**src/hdl/scbg_pkg.sv**
```systemverilog
// scbg_pkg: shared types, constants and the budget table of the call guard
// used by scbg_front, scbg_back and service_call_budget_guard
package scbg_pkg;

  localparam int NUM_SERVICES = 14;
  localparam int SLOT_W       = $clog2(NUM_SERVICES);
  localparam int ID_W         = 8;
  localparam int TICK_W       = 64;
  localparam int CNT_W        = 32;
  localparam int TPM_W        = 32;
  localparam int LIMIT_W      = 8;
  localparam int BUDGET_W     = 10;
  localparam int PROD_W       = TPM_W + BUDGET_W;
  localparam int CFG_DATA_W   = 32;

  localparam int CMDQ_DEPTH   = 4;
  localparam int CMDQ_PTR_W   = $clog2(CMDQ_DEPTH);

  localparam logic [TPM_W-1:0]   TICKS_RESET = TPM_W'(1);
  localparam logic [LIMIT_W-1:0] LIMIT_RESET = LIMIT_W'(3);

  // request codes on the input port
  localparam logic [1:0] REQ_BEGIN = 2'd0;
  localparam logic [1:0] REQ_END   = 2'd1;
  localparam logic [1:0] REQ_QUERY = 2'd2;

  // configuration register indexes
  localparam logic CFG_TICKS_PER_MS  = 1'b0;
  localparam logic CFG_FAILURE_LIMIT = 1'b1;

  typedef enum logic [1:0] {
    OP_BEGIN,
    OP_END,
    OP_QUERY,
    OP_INVALID
  } op_e;

  typedef struct packed {
    op_e               op;
    logic [SLOT_W-1:0] slot;
    logic              success;
    logic [TICK_W-1:0] now;
  } cmd_t;

  typedef struct packed {
    logic              granted;
    logic              id_valid;
    logic              available;
    logic              is_active;
    logic              is_disabled;
    logic [CNT_W-1:0]  call_count;
    logic [CNT_W-1:0]  failure_count;
    logic [CNT_W-1:0]  consecutive_count;
    logic [CNT_W-1:0]  overrun_count;
    logic [CNT_W-1:0]  denial_count;
    logic [TICK_W-1:0] last_duration;
  } res_t;

  // per-service budget in milliseconds
  function automatic logic [BUDGET_W-1:0] slot_budget(input logic [SLOT_W-1:0] slot);
    logic [BUDGET_W-1:0] b;
    case (slot)
      4'd0:    b = 10'd50;
      4'd1:    b = 10'd10;
      4'd2:    b = 10'd50;
      4'd3:    b = 10'd100;
      4'd4:    b = 10'd5;
      4'd5:    b = 10'd5;
      4'd6:    b = 10'd10;
      4'd7:    b = 10'd20;
      4'd8:    b = 10'd10;
      4'd9:    b = 10'd10;
      4'd10:   b = 10'd10;
      4'd11:   b = 10'd10;
      4'd12:   b = 10'd1000;
      4'd13:   b = 10'd1000;
      default: b = '0;
    endcase
    return b;
  endfunction

endpackage

```
**src/hdl/scbg_front.sv**
```systemverilog
// scbg_front: accepts requests, decodes kind and id range, queues them
// depends on scbg_pkg
module scbg_front import scbg_pkg::*; (
  input  logic              clk_i,
  input  logic              rst_ni,
  input  logic              push,
  output logic              full,
  input  logic [1:0]        req_type_i,
  input  logic [ID_W-1:0]   service_id_i,
  input  logic              success_i,
  input  logic [TICK_W-1:0] now_ticks_i,
  output logic              cmd_valid_o,
  output cmd_t              cmd_o,
  input  logic              cmd_pop_i
);

  cmd_t                  q_mem [CMDQ_DEPTH];
  logic [CMDQ_PTR_W-1:0] wr_ptr_q, rd_ptr_q;
  logic [CMDQ_PTR_W:0]   count_q;
  logic                  do_push, do_pop, id_ok;
  cmd_t                  cmd_in;

  assign id_ok = service_id_i < ID_W'(NUM_SERVICES);

  always_comb begin
    cmd_in.success = success_i;
    cmd_in.now     = now_ticks_i;
    cmd_in.slot    = id_ok ? service_id_i[SLOT_W-1:0] : '0;
    case (req_type_i)
      REQ_BEGIN: cmd_in.op = OP_BEGIN;
      REQ_END:   cmd_in.op = OP_END;
      REQ_QUERY: cmd_in.op = OP_QUERY;
      default:   cmd_in.op = OP_QUERY;
    endcase
    if (!id_ok) begin
      cmd_in.op = OP_INVALID;
    end
  end

  assign full        = count_q == (CMDQ_PTR_W+1)'(CMDQ_DEPTH);
  assign cmd_valid_o = count_q != '0;
  assign cmd_o       = q_mem[rd_ptr_q];
  assign do_push     = push && !full;
  assign do_pop      = cmd_pop_i && cmd_valid_o;

  always_ff @(posedge clk_i or negedge rst_ni) begin
    if (!rst_ni) begin
      wr_ptr_q <= '0;
      rd_ptr_q <= '0;
      count_q  <= '0;
    end else begin
      if (do_push) begin
        wr_ptr_q <= wr_ptr_q + 1'b1;
      end
      if (do_pop) begin
        rd_ptr_q <= rd_ptr_q + 1'b1;
      end
      case ({do_push, do_pop})
        2'b10:   count_q <= count_q + 1'b1;
        2'b01:   count_q <= count_q - 1'b1;
        default: count_q <= count_q;
      endcase
    end
  end

  always_ff @(posedge clk_i) begin
    if (do_push) begin
      q_mem[wr_ptr_q] <= cmd_in;
    end
  end

endmodule

```
**config.mk**
```make
export PLATFORM = sky130hd
export DESIGN_NAME = scbg_front
export DESIGN_NICKNAME = d
export VERILOG_FILES = /design/src/hdl/scbg_pkg.sv /design/src/hdl/scbg_front.sv
export SDC_FILE = /design/constraint.sdc
export NUM_CORES = 1
export LEC_CHECK = 0
export ABC_CLOCK_PERIOD_IN_PS = 5400
export CAP_MARGIN = 20
export CORE_MARGIN = 3
export CORE_UTILIZATION = 40
export DETAILED_ROUTE_END_ITERATION = 16
export DONT_BUFFER_PORTS = 1
export HOLD_SLACK_MARGIN = 0.03
export PLACE_DENSITY = 0.51
export RECOVER_POWER = 25
export SKIP_LAST_GASP = 1
export SLEW_MARGIN = 20
export SYNTH_ARGS = -nofsm -noshare
export SYNTH_HDL_FRONTEND = slang
export SYNTH_SLANG_ARGS = --single-unit
```
**constraint.sdc**
```tcl
create_clock -name clk_i -period 5.4 [get_ports clk_i]
set_clock_uncertainty 0.1 [all_clocks]
set_input_delay 1.62 -clock clk_i [delete_from_list [all_inputs] [get_ports clk_i]]
set_output_delay 1.62 -clock clk_i [all_outputs]
set_load 0.03 [all_outputs]
```
Yosys cells after proc, flatten, opt, wreduce, memory -nomap -nowiden:

Memory sizes are Yosys's and may differ from the RTL's.
Cells that the tools add are included.

* add/sub/neg operators: 4
* magnitude comparators: 1
* equality and inequality tests: 4
* muxes and demuxes: 6
* reduce and logical (&&, ||, !) cells: 6

Operator list (count)
* less-than comparator 8 x 4 -> 1 bit (second input constant): 1
* case mux 3 bit (2 select lines): 1
* adder 2 x 1 -> 2 bit (second input constant): 2
* equality test 2 x 1 -> 1 bit (second input constant): 2
* 2-to-1 mux 4 bit: 1
* case mux 2 bit (2 select lines): 1
* adder 3 x 1 -> 3 bit (second input constant): 1
* equality test 3 bit (second input constant): 1
* nonzero test 3 bit: 1
* subtractor 3 x 1 -> 3 bit (second input constant): 1
* equality test 2 bit (second input constant): 1
* logical AND 1 bit: 2
* logical NOT 2 bit: 1
* 2-to-1 mux 1 bit: 2
* 2-to-1 mux 2 bit: 1
* nonzero test 2 bit: 1
* logical NOT 1 bit: 1

* register bits: 7
* memory bits (writable): 284
* input port bits: 79
* output and inout port bits: 73
* word-level logic and storage cells: 25
* memories: 1

Memory list
* q_mem: depth 4, bits a word 71, read ports 1, clocked after Yosys merged registers in 0, wr ports 1, RTL line scbg_front.sv:17 `cmd_t q_mem [CMDQ_DEPTH];`

Depth between registers and ports, before layout:

* depth in word-level cells: 5
* mapped depth: 9

Least setup slack after synthesis:

Ideal clock, no wire load.

* kind: input -> register
* from: in push
* to: mem q_mem[0][0] (netlist bit) (enable)
* setup time: 437 ps
* arrival: 3557 ps
* data required time: 4863 ps
* setup slack: 1306 ps
* stages: 2
* path buffers: 0
* path through: nor2b_2 > and2_1

* word-level cells in the longest chain between the ends: 3

Ends and longest elaborated chain
* start, declared: RTL line scbg_front.sv:6 `input logic push,`
* logical AND 1 bit: RTL line scbg_front.sv:43 `assign do_push = push && !full;`
* 2-to-1 mux 1 bit: RTL line scbg_front.sv:67 `if (do_push) begin`
* 2-to-1 mux 1 bit (implied by the code): RTL line scbg_front.sv:68 `q_mem[wr_ptr_q] <= cmd_in;`
* end, declared: RTL line scbg_front.sv:17

No other way between the ends.

==> metrics.md <==
| Metric | Value |
|---|---|
| Total grt overflow | `0` |
| DR iter-0 viols | `264` |
| Ys Warns | `0` |
| GP Congestion | `0.688` |
| Synth top area share | `78.9%` |
| Max-slew headroom | `a little under half` |
| Crit path required time | `around 3.7 ns` |
| Hold path endpoint | `count_q[2]` |
| Site row count | `59` |
| Number of global-route vias before repair | `4722` |
| Critical setup path kind | `reg -> out` |
| Hpwl dp | `about 11000 um` |
| Port Buffer Count | `0` |
| Setup ws final | `roughly 1.1 ns` |
| Post-DP Area | `around 11000 um^2` |
| Cell count after placement | `751` |
| Hold Path Origin | `count_q[2]` |
| Worst reg2reg path startpoint | `count_q[0]` |
| H-tree levels | `1` |
| Pwr/cell area | `606 nW/um^2` |
| RSZ-0062 raised after global routing | `no` |
| Die height | `~170 um` |
| Final hold viol count | `0` |
| Top cells by area, synth | `edfxtp_1 79%, mux4_2 15%, dfrtp_1 1.6%` |
| Global router's overall resource usage | `13.2%` |
| Max-capacitance violation count | `0` |
| First-pass GRT wire length | `28700 um` |
| Average vias per placed instance | `approximately 5.3` |
| LEAKAGE | `3.86 nW` |
| Post-CTS Hold Fix Bufs | `0` |
| Post-CTS sizing | `0` |
| Clock latency on the worst-skew pair | `0.54 ns` |
| Reg2Reg Depth | `9` |
| Die X | `170 um` |
| Status | `complete, no violations` |
| Tmin final | `4.29 ns` |
| DP Worst Slack | `1.58 ns` |
| Hold WC Path Type | `reg -> reg` |
| Synthesized flop and latch total | `~290` |
| Fmax | `approximately 230 MHz` |
| Top delay family on crit path | `flip-flops` |
| Largest stage delay on the critical path | `0.85 ns` |
| Max IR drop VDD | `about 0.36 mV` |
| CP Capture Type | `output port` |
| DIE AREA | `29000 um^2` |
| Setup violations, final | `0` |
| DRC viols | `0` |
| Initial antenna violation count | `0` |
| CTS tree | `done` |
| Fin cells | `804` |
| Yosys cell types | `26` |
| Vias | `4244` |
| Antenna violation net count after detailed routing | `0` |
| Crit-path max FO | `32` |
| WL per Instance | `23.8 um` |
| WHS | `0.437 ns` |
| Share of post-route cells with drive strength above 1 | `28.4%` |
| Final Core Density | `between 40% and 50%` |
| Critical-path cell list | `buf_4, mux4_1` |
| TritonCTS Sinks | `291` |
| Final total power | `7.36 mW` |
| Synth area leader | `edfxtp_1` |
| Syn Nets | `roughly 510` |
| Buf/Inv on CP | `1` |
| Core area | `26300 um^2` |
| CTS root buf | `clkbuf_16` |
| Mapped Cells | `421` |
| Slew @ Worst Pin | `0.793 ns` |
| Final instance area | `12200 um^2` |
| Pre-antenna DRT Iters | `4` |
| Largest net degree at the start of global routing | `73` |
| Hold Path Depth | `1` |
| Clock transition at path regs | `approximately 0.060 ns` |
| Reg2reg end | `count_q[2]` |
| Post-Route Setup TNS | `0 ns` |
| Layout net count | `534` |
| Final WL | `19100 um` |
| Mapped Area | `around 11000 um^2` |
| Initial Util | `between 40 and 50%` |
| Sequential cell area fraction in the yosys report | `80.5%` |
| Top Ports | `152` |
| Slew Viols, Final | `0` |
| Critical path's slowest cell | `dfrtp_4` |
| Num CTS Buffers | `30` |
| Worst Path Arrival | `2.57 ns` |
| Syn Area/Cell | `25.7 um^2` |
| Setup bufs post-CTS | `0` |
| Longest Clk Path Bufs | `3` |
| Crit start category | `flip-flop` |
| R2r setup slk | `2.76 ns` |
| Number of diodes | `0` |
| Period Utilization, post-route | `79.4%` |
| P&R area growth vs syn | `12.4%` |
## layout by cell type, fill, tap and decap left out, types with 3 or more instances in the layout
| master | synthesis | routed |
|---|---|---|
| edfxtp_1 | 284 | 284 |
| mux4_2 | 70 | 70 |
| clkbuf_16 | 0 | 31 |
| buf_4 | 0 | 9 |
| clkbuf_1 | 0 | 8 |
| inv_1 | 7 | 7 |
| ha_1 | 5 | 5 |
| dfrtp_1 | 7 | 5 |
| nand2_1 | 4 | 4 |
| and3_1 | 4 | 4 |
| and2_4 | 0 | 4 |
| clkbuf_8 | 0 | 4 |
| xnor2_1 | 3 | 3 |
| xor2_1 | 3 | 3 |
| clkinv_2 | 0 | 3 |
## per-layer routing
metal	part of all wire (%)	vias up	global-route usage, %
li1	-	1842	-
met2	51	122	22.4
met4	2.4	0	3.56
met5	0	-	0
met1	38	2246	15.8
met3	8.8	34	5.20
## cells by family (layout without fill, tap and decap cells)
group | Yosys count | count (layout) | share of synthesized area [%]
xor+xnor | 6 | 6 | 0.486
mux | 73 | 73 | 15.0
buf+inv | 23 | 71 | 2.01
flops | 291 | 291 | 80.5
compound gates | 2 | 2 | 0.127
fa+ha+maj | 6 | 6 | 0.764
simple gates | 20 | 20 | 1.11
## how the worst max path moves through the flow
stage	startpoint	to	slack (ns)	cells past startpoint
detailed placement	rd_ptr_q[0]	cmd_o[60]	1.58	2
global route	rd_ptr_q[0]	cmd_o[60]	0.88	2
global placement	rd_ptr_q[0]	cmd_o[60]	1.57	2
CTS	rd_ptr_q[0]	cmd_o[60]	0.98	2
finish	rd_ptr_q[0]	cmd_o[60]	1.11	2
floorplan	push	q_mem[0][0]	1.31	2
## synth_stat cells
| master | instances |
|---|---|
| nor3b_2 | 1 |
| mux2_2 | 1 |
| and2_1 | 5 |
| xnor2_1 | 3 |
| buf_12 | 7 |
| xor2_1 | 3 |
| dfrtp_1 | 7 |
| o31a_1 | 1 |
| mux4_2 | 70 |
| buf_2 | 8 |
| nand3_1 | 1 |
| and3_1 | 4 |
| buf_6 | 1 |
| mux4_1 | 1 |
| nor4_1 | 1 |
| fa_1 | 1 |
| nor2_1 | 1 |
| mux2i_1 | 1 |
| or3_1 | 1 |
| edfxtp_1 | 284 |
| ha_1 | 5 |
| inv_1 | 7 |
| nand2b_1 | 1 |
| o21ai_0 | 1 |
| nor2b_2 | 1 |
| nand2_1 | 4 |
## report_power, final
part	internal (mW)	total [mW]	switching, mW
registers	2.99	3.20	0.214
logic	0.713	2.18	1.47
clock network	1.19	1.98	0.785
total	4.89	7.36	2.47
## sequential cells by signal, indices dropped and copies added (netlist names)
| register | flops |
|---|---|
| rd_ptr_q | 2 |
| q_mem | 284 |
| count_q | 3 |
| wr_ptr_q | 2 |
## area by class of cell
cell class                 count  area, um^2
fill                        2159       14100
clock buffer                  43         861
tap                          335         419
clock inverter                 9        97.6
sequential                   291        8710
timing repair buffer          12         135
inverter                       7        26.3
multi-input combinational    107        1900
Power figures use the tool's default switching activity.
